<file path="src/hdl/sbc_pkg.sv">
// ----------------------------------------------------------------------------
// sbc_pkg
// Shared constants for the swept box collision pipeline: direction
// precision, lane latencies and normal codes.
// ----------------------------------------------------------------------------
`default_nettype none

package sbc_pkg;

    // Unit direction precision (Q0.DIR_BITS) and lane depths
    localparam int DIR_BITS   = 16;
    localparam int DIV_STEPS  = 2 * DIR_BITS;
    localparam int DIR_LAT    = DIV_STEPS + DIR_BITS;

    // Normal component codes
    typedef logic signed [1:0] t_norm;
    localparam t_norm NORM_NONE = 2'sb00;
    localparam t_norm NORM_POS  = 2'sb01;
    localparam t_norm NORM_NEG  = 2'sb11;

endpackage

`default_nettype wire

</file>
<file path="src/hdl/sbc_sqrt_pipe.sv">
// ----------------------------------------------------------------------------
// sbc_sqrt_pipe
// Pipelined integer square root, one result bit per stage: returns
// floor(sqrt(value)) of a 2*DIR_BITS wide operand.
// ----------------------------------------------------------------------------
`default_nettype none

module sbc_sqrt_pipe (
    input  wire logic                               i_clk,
    input  wire logic                               i_en,
    input  wire logic [2*sbc_pkg::DIR_BITS-1:0]     i_val,
    output logic      [sbc_pkg::DIR_BITS-1:0]       o_root
);
    import sbc_pkg::*;

    localparam int RW = DIR_BITS;

    logic [2*RW-1:0] r_val  [RW];
    logic [RW+1:0]   r_rem  [RW];
    logic [RW-1:0]   r_root [RW];

    for (genvar k = 0; k < RW; k++) begin : g_step
        logic [2*RW-1:0] val_in;
        logic [RW+1:0]   rem_in;
        logic [RW-1:0]   root_in;
        logic [RW+2:0]   cat;
        logic [RW+2:0]   trial;
        logic [RW+2:0]   diff;
        logic            ge;

        if (k == 0) begin : g_first
            assign val_in  = i_val;
            assign rem_in  = '0;
            assign root_in = '0;
        end else begin : g_next
            assign val_in  = r_val[k-1];
            assign rem_in  = r_rem[k-1];
            assign root_in = r_root[k-1];
        end

        // Bring down the next two bits and try root*4+1
        always_comb begin
            cat   = {rem_in[RW:0], val_in[2*RW-1 -: 2]};
            trial = {1'b0, root_in, 2'b01};
            diff  = cat - trial;
            ge    = cat >= trial;
        end

        always_ff @(posedge i_clk) begin
            if (i_en) begin
                r_val[k]  <= {val_in[2*RW-3:0], 2'b00};
                r_rem[k]  <= ge ? diff[RW+1:0] : cat[RW+1:0];
                r_root[k] <= {root_in[RW-2:0], ge};
            end
        end
    end

    assign o_root = r_root[RW-1];

endmodule

`default_nettype wire

</file>
<file path="config.mk">
export PLATFORM = sky130hd
export DESIGN_NAME = sbc_sqrt_pipe
export DESIGN_NICKNAME = d
export VERILOG_FILES = /design/src/hdl/sbc_pkg.sv /design/src/hdl/sbc_sqrt_pipe.sv
export SDC_FILE = /design/constraint.sdc
export NUM_CORES = 1
export LEC_CHECK = 0
export BUFFER_PORTS_ARGS = -buffer_cell sky130_fd_sc_hd__buf_2
export CAP_MARGIN = 40
export CORE_MARGIN = 4
export CORE_UTILIZATION = 56
export CTS_CLUSTER_SIZE = 20
export DETAILED_ROUTE_END_ITERATION = 12
export GPL_TIMING_DRIVEN = 0
export PLACE_DENSITY = 0.72
export SLEW_MARGIN = 20
export SYNTH_ARGS = -nofsm -noshare
export SYNTH_HDL_FRONTEND = slang
export SYNTH_SLANG_ARGS = --single-unit
</file>
<file path="constraint.sdc">
create_clock -name i_clk -period 4.8 [get_ports i_clk]
set_input_delay 0.24 -clock i_clk [delete_from_list [all_inputs] [get_ports i_clk]]
set_output_delay 0.24 -clock i_clk [all_outputs]
set_load 0.01 [all_outputs]
</file>
Yosys cells after proc, flatten, opt, wreduce, memory -nomap -nowiden
Memory sizes are Yosys's and may differ from the RTL's.
Cells that the tools add are included.
{"block": "totals", "register_bits": 0, "input_bits": 34, "mem_bits_rw": 1024, "output_inout_bits": 16, "mem_count": 3}
{"block": "classes", "order_cmp": 16, "add_sub_neg": 16, "mux": 18}
{"memory": "r_val", "depth": 16, "width": 30, "read_ports": 15, "rd_ports_with_merged_regs": 0, "write_ports": 16, "line_no": "sbc_sqrt_pipe.sv:18", "source": "logic [2*RW-1:0] r_val [RW];"}
{"memory": "r_rem", "depth": 16, "width": 18, "read_ports": 15, "rd_ports_with_merged_regs": 0, "write_ports": 16, "line_no": "sbc_sqrt_pipe.sv:19", "source": "logic [RW+1:0] r_rem [RW];"}
{"memory": "r_root", "depth": 16, "width": 16, "read_ports": 16, "rd_ports_with_merged_regs": 0, "write_ports": 16, "line_no": "sbc_sqrt_pipe.sv:20", "source": "logic [RW-1:0] r_root [RW];"}
{"cell": "$mux W18", "n": 16}
{"cell": "$ge A19 B18 Y1", "n": 15}
{"cell": "$sub A18 B18 Y18", "n": 15}
{"cell": "$sub A2 B1 Y3 const B", "n": 1}
{"cell": "$ge A2 B1 Y1 const B", "n": 1}
{"cell": "$mux W1", "n": 2}

Depth between registers and ports, before layout
Gate-level depths: netlist (run 1).
An unclocked memory read counts as a cell.
{"block": "depth", "ltp_word": 3, "depth_mapped": 12, "mapped_depth_nobuf": 9}

Worst setup path before layout (run 1)
OpenSTA, ideal clock, no wires.
{"block": "synth_timing", "kind": "register to register", "start": "memory r_rem[0][108] in the netlist's numbering", "end": "memory r_rem[0][138] in the netlist's numbering (data pin)", "setup_slack_ps": 2125, "path_stages_with_launch": 9, "path_buffers": 0, "arrival_ps": 2415, "synth_period_minus_slack_ps": 2675, "path_cell_list": "edfxtp_1 -> ha_1 -> nor2b_1 -> o31a_1 -> o31ai_1 -> a21oi_1 -> or3_4 -> or4_1 -> xnor2_1"}
{"item": "from (decl)", "line_no": "sbc_sqrt_pipe.sv:19"}

==> results of run 1 <==
[how the worst max path moves through the flow]
stage / start / end / slack, ps / cells past startpoint
finish: r_rem[1][73]$_DFFE_PP_ / r_rem[1][104]$_DFFE_PP_ / 1240 / 10
CTS: r_rem[1][73]$_DFFE_PP_ / r_rem[1][104]$_DFFE_PP_ / 1400 / 10
detailed placement: r_rem[1][73]$_DFFE_PP_ / r_rem[1][97]$_DFFE_PP_ / 1480 / 10
global placement: i_en / r_root[3][21]$_DFFE_PP_ / -5350 / 1
global route: r_rem[1][73]$_DFFE_PP_ / r_rem[1][104]$_DFFE_PP_ / 1090 / 10
floorplan: r_rem[0][108]$_DFFE_PP_ / r_rem[0][138]$_DFFE_PP_ / 2130 / 8
[area by class of cell]
class	instances	area, sq um	area share
inverter	183	686.9	0.02138
clock inverter	43	506.7	0.01577
sequential	613	18410	0.5728
multi-input combinational	1284	9039	0.2813
clock buffer	75	1749	0.05443
buffer	36	148.9	0.004633
timing repair buffer	89	755.7	0.02352
tap	672	840.8	0.02617
[metal layers]
layer  routed length, um  GRT usage  vias up
met4                1260    0.05753        0
met5                   0          0        -
met1               23190     0.2688     7938
met3                2733    0.04052      106
li1                    -          -     8210
met2               22840     0.2907      431
[placed cells by master (no fill, tap or decap), types with 9 or more instances in the layout]
| master | Yosys | final |
|---|---|---|
| o21bai_1 | 9 | 9 |
| nand2_1 | 133 | 133 |
| o211ai_1 | 11 | 11 |
| o21a_1 | 37 | 37 |
| clkbuf_16 | 0 | 69 |
| a31oi_1 | 9 | 9 |
| or4_1 | 9 | 9 |
| a21o_1 | 38 | 38 |
| xor2_1 | 69 | 69 |
| xnor2_1 | 81 | 81 |
| and3_1 | 9 | 9 |
| nor2b_1 | 25 | 25 |
| a21oi_1 | 91 | 91 |
| nor3_1 | 47 | 47 |
| clkbuf_1 | 25 | 31 |
| dlygate4sd3_1 | 0 | 33 |
| nor2_1 | 119 | 119 |
| inv_1 | 183 | 183 |
| nand3_1 | 28 | 28 |
| nand2b_1 | 35 | 35 |
| or3_1 | 24 | 24 |
| o21ai_0 | 119 | 119 |
| edfxtp_1 | 613 | 613 |
| mux2i_1 | 12 | 12 |
| clkinv_1 | 0 | 11 |
| buf_2 | 11 | 60 |
| nand4_1 | 18 | 18 |
| clkinv_2 | 0 | 10 |
| o31ai_1 | 19 | 19 |
| mux2_2 | 31 | 31 |
| ha_1 | 152 | 152 |
| a211oi_1 | 11 | 11 |
| nor4_1 | 29 | 29 |
[sequential cells by signal (all words and copies together) (netlist names)]
| register | cells |
|---|---|
| r_val | 240 |
| r_root | 136 |
| r_rem | 237 |
[what timing repair did]
| item | CTS | global route |
|---|---|---|
| buffers inserted | 0 | 0 |
| hold endpoints to repair | 33 | 0 |
| hold buffers | 33 | 0 |
| gates resized for setup | 0 | 0 |
[power by group through the flow]
stage | combinational, mW | clock [mW] | sequential [mW]
final | 2.02 | 5.17 | 6.91
after global placement | 1.90 | 0 | 7.10
after detailed placement | 1.98 | 0 | 7.02
after floorplan | 1.48 | 0 | 6.90
after global routing | 2.28 | 5.54 | 6.97
after CTS | 2.01 | 5.31 | 6.92
[cells by family (layout without fill, tap and decap cells)]
| logic type | count (synthesis) | count (layout) |
|---|---|---|
| multiplexers | 43 | 43 |
| XOR/XNOR | 150 | 150 |
| other | 1 | 1 |
| flip-flops | 613 | 613 |
| AND/OR/NAND/NOR | 526 | 526 |
| AO/OA/AOI/OAI | 412 | 412 |
| buffers and inverters | 219 | 426 |
| adder cells (fa/ha/maj) | 152 | 152 |
==> metrics.txt, run 1 <==
main combinational cell family by area after synthesis=simple AND/OR/NAND/NOR gates; leakage power=12.33 nW; DRC viols=0; post-synthesis xor/xnor area fraction=0.04645; outcome=completed; mux cell area share after synthesis=0.01659; Worst Max-Slew Pin Slew=714.8 ps; flop-to-flop setup slack=1240 ps; Placed Instance Area=0.02955 sq mm; overall routing resource usage=0.1875; CTS tree=built; share of power burned in registers=0.490; fill count=3,728; syn nets=2,302; hold slack=121.4 ps; Max-cap violations=0; critical path type=register to register; ANT cells=0; Core ar.=0.05007 sq mm; dpl hpwl=34.81 mm; Mean Syn Cell Area=13.37 sq um; Mapped Cells=2,116; DP Cell Count=2,844; RSZ-0062 raised after global routing=false; initial DRC count=1,315; Primary FF master, synth=edfxtp_1; Crit path largest cell delay=540 ps; DP Worst Slack=1477 ps; Sw Ratio=0.2495; final net count=2,460; largest area contributor in the netlist=edfxtp_1; Worst path slowest cell=clkbuf_1; first-pass GRT wire length=82.15 mm; vias in the first global route=16,410; Fin. Hold Viols=0; Clock Skews=21.94 ps; Final Core Density=0.6418; clock sink count=613; area share of the largest cell type after synthesis=0.6509; Worst Hold Endpoint=r_val[0][64]$_DFFE_PP_; Post-synth EDFFs=613; Max Buffers Root-to-Sink=3; PD cells=439.1 mW/mm^2; Die X=232.7 um; minimum clock period=3558 ps; via/cell ratio=5.571; period utilization=0.7412; Root Buffer=clkbuf_16; synth warn=0; post-route insts no fill=2,995; Final Max Slew Viols=0; sequential cell area fraction in the yosys report=0.6509; worst-skew pair later-pin latency=600 ps; clock power share=0.367; CP Launch Type=register; fmax=281.1 MHz; antenna violations before repair=0; io pins=50; hold wc startpoint=i_en; Crit path max-delay family=buffers and inverters; Routed Antenna Nets=0; Initial Util=0.5649; total wire length=50.02 mm; GRT Residual Overflow=0; WL per Instance=16.70 um; Critical Path, Cell by Cell=ha_1 > a21oi_1 > a21oi_1 > nor3_1 > o31ai_1 > a21boi_0 > clkbuf_1 > clkbuf_1 > nand2_1 > o41ai_1; post-synthesis adder-cell area fraction=0.06724; slew margin rel.=0.5174; Required @ worst endpoint=5120 ps; Post-Synth Simple-Gate Area=0.09516; worst setup margin=1242 ps; pin count of the biggest net entering global routing=109; VDD IR-drop max=0.4852 mV; Int Pwr=10.59 mW; hold path cells=1; Synth Area in Compound Gates=0.09401; Buf/Inv on CP=2; port bufs=49; clock-pin slew on the worst setup and hold paths=60 ps; Synth top cells by count=edfxtp_1, inv_1, ha_1; Final Power=14.11 mW; Num CTS Buffers=67; asr flop ratio synth=0; Psw=3.520 mW; peak fanout along the critical path=10; final setup TNS=0 ps; reg2reg end=r_rem[1][104]$_DFFE_PP_; Comb pwr share=0.143; top-count cell post-synth=edfxtp_1; H-tree levels=3; total number of vias=16,690; min-delay worst type=primary input to register; critical path data arrival time=3880 ps; largest cells by area after synthesis=edfxtp_1, ha_1, xnor2_1; Die Ht=232.7 um; Yosys reg bits=613; layout cells sized above 1=0.09557; Placer Congestion=0.8948; crit path capture type=register; fin area=0.03213 sq mm; Syn-to-layout area delta=13.62%; Rows=82; first-pass iteration count of the detailed router=5; setup violators final=0; Reg-to-Reg Start=r_rem[1][73]$_DFFE_PP_; Cell Area, Synth=0.02828 sq mm; die footprint=0.05416 sq mm; Netlist cell types=76; reg2reg path depth=10
(Power assumes the default switching activity.)
==> run 2, diff against run 1 <==
Clock period 4.8 ns to 3.4 ns, I/O delays scaled along.
==> run 2 against run 1 <==
Net effect:
- setup slack got worse by 1100 ps
- final cell count unchanged
- sequential power up 41%
- via count is 0.18% higher
- cell area increased by 0.13%
- combinational power up 42%
- hold slack got worse by 70 ps
- sequential share of layout area is 0.074 points lower
- utilization rose by 0.082 points
==> metrics.txt, run 2 (synthesized netlist as in run 1, its figures left out) <==
outcome=completed; Clock Skews=21.46 ps (-0.4872 ps); Core ar.=0.05007 sq mm (unchanged); Psw=4.983 mW (+42%); Int Pwr=14.95 mW (+41%); DP Cell Count=2,844 (unchanged); Routed Antenna Nets=0 (unchanged); Syn-to-layout area delta=13.77%; Setup crit end=r_rem[1][120]$_DFFE_PP_; io pins=50 (unchanged); Required @ worst endpoint=3730 ps (-1390 ps); WL per Instance=16.76 um (+0.33%); layout cells sized above 1=0.09901 (+0.003444); critical path type=register to register; final net count=2,460 (unchanged); hold path cells=1 (unchanged); pin count of the biggest net entering global routing=109 (unchanged); die footprint=0.05416 sq mm (unchanged); ANT cells=0 (unchanged); Initial Util=0.5649 (unchanged); post-route insts no fill=2,995 (unchanged); Max-cap violations=0 (unchanged); Final Max Slew Viols=0 (unchanged); hold slack=51.68 ps (-69.68 ps); Num CTS Buffers=67 (unchanged); reg2reg path depth=10 (unchanged); Rows=82 (unchanged); Crit. Startpoint=r_rem[1][93]$_DFFE_PP_; critical path data arrival time=3540 ps (-340 ps); top flop regs=r_val x240, r_rem x237, r_root x136; Die X=232.7 um (unchanged); first-pass iteration count of the detailed router=5 (unchanged); Final Power=19.94 mW (+41%); Placer Congestion=0.8948 (unchanged); crit path capture type=register; vias in the first global route=16,410 (unchanged); clock power share=0.367 (about the same); fmax=311.1 MHz (+11%); Sw Ratio=0.2499 (+0.0004055); max reg flops=240 (unchanged); clock sink count=613 (unchanged); reg2reg end=r_rem[1][120]$_DFFE_PP_; DRC viols=0 (unchanged); Die Ht=232.7 um (unchanged); antenna violations before repair=0 (unchanged); total number of vias=16,720 (+0.18%); GRT Residual Overflow=0 (unchanged); H-tree levels=3 (unchanged); Reg-to-Reg Start=r_rem[1][93]$_DFFE_PP_; port bufs=49 (unchanged); most common cell after layout, fill and taps aside=edfxtp_1; clock-pin slew on the worst setup and hold paths=60 ps (about the same); worst-skew pair later-pin latency=600 ps (about the same); min-delay worst type=primary input to register; share of power burned in registers=0.490 (about the same); first-pass GRT wire length=82.15 mm (unchanged); RSZ-0062 raised after global routing=false; slew margin rel.=0.5174 (unchanged); Root Buffer=clkbuf_16; dpl hpwl=34.81 mm (unchanged); Max Buffers Root-to-Sink=3 (unchanged); flop-to-flop setup slack=190 ps (-1060 ps); CP Launch Type=register; overall routing resource usage=0.1875 (unchanged); minimum clock period=3214 ps (-343.5 ps); most frequent cells in the layout=edfxtp_1, inv_1, ha_1; peak fanout along the critical path=10 (unchanged); leakage power=12.35 nW (+0.15%); Fin. Hold Viols=0 (unchanged); PD cells=619.6 mW/mm^2 (+41%); final setup TNS=0 ps (unchanged); total wire length=50.19 mm (+0.33%); Biggest register=r_val; via/cell ratio=5.581 (+0.18%); setup violators final=0 (unchanged); period utilization=0.9454 (+0.2042); VDD IR-drop max=0.6851 mV (+41%); CTS tree=built; Worst Max-Slew Pin Slew=714.8 ps (unchanged); initial DRC count=1,287 (-2.1%); Comb pwr share=0.144 (about the same)
run 2: changes by cell type in the layout (fill, tap and decap cells not counted):
cell / change
a41oi_1: -1
o41ai_1: -1
clkbuf_1: -3
a41oi_2: +1
o221ai_2: +1
nor3_1: -2
o41ai_2: +1
nor3_2: +1
o221ai_1: -1
clkbuf_2: +3
nor3_4: +1
run 2: how the worst min path moves through the flow:
stage               slack [ps]                endpoint      start
global route                40   r_val[0][7]$_DFFE_PP_       i_en
CTS                         40   r_val[0][7]$_DFFE_PP_       i_en
finish                      50  r_val[0][64]$_DFFE_PP_       i_en
floorplan                  270   r_val[0][0]$_DFFE_PP_   i_val[0]
detailed placement         350  r_val[0][28]$_DFFE_PP_  i_val[28]
global placement           350  r_val[0][20]$_DFFE_PP_  i_val[20]
run 2: critical path, stage by stage (launching register included):
cell and delay, ps:
edfxtp_1 400, ha_1 380, a211oi_1 290, o21bai_1 120, a21o_1 200, o21ai_0 380
nor2_1 130, a31o_2 270, buf_2 200, buf_2 250, mux2_2 310
run 2: through the flow:
step | setup WS [ps] | cell area, sq um | utilization
final | 185.6 | 32180 | 0.6426
after global routing | 2.207 | 32180 | 0.6426
after detailed placement | 76.85 | 29550 | 0.5902
after floorplan | 725.0 | 28280 | -
after CTS | 3.789 | 32130 | 0.6418
after global placement | -6680 | 29370 | 0.5866
run 2: routing by layer:
| layer | global-route usage | wire (um) | vias up |
|---|---|---|---|
| met5 | 0 | 0 | - |
| met4 | 0.05753 | 1297 | 0 |
| met3 | 0.04052 | 2612 | 114 |
| met2 | 0.2907 | 22880 | 432 |
| met1 | 0.2688 | 23400 | 7955 |
| li1 | - | - | 8214 |
run 2: area by class of cell:
class	count	area (sq um)
Clock buffer	75	1749
Sequential cell	613	18410
Inverter	183	686.9
Clock inverter	43	506.7
Multi-Input combinational cell	1284	9076
Fill cell	3723	17890
Timing Repair Buffer	89	755.7
Buffer	36	152.6
Tap cell	672	840.8
run 2: timing repair:
action                     in CTS  in global routing
hold endpoints to repair       33                  0
setup endpoints to repair       0                 27
resized for setup               0                 12
buffers inserted                0                  0
hold buffers                   33                  0
run 2: power groups by stage:
stage	logic (mW)	clock network (mW)	registers [mW]
after global placement	2.68	0	10.0
final	2.87	7.31	9.76
after CTS	2.84	7.50	9.76
after global routing	3.23	7.82	9.84
after detailed placement	2.79	0	9.91
after floorplan	2.08	0	9.75
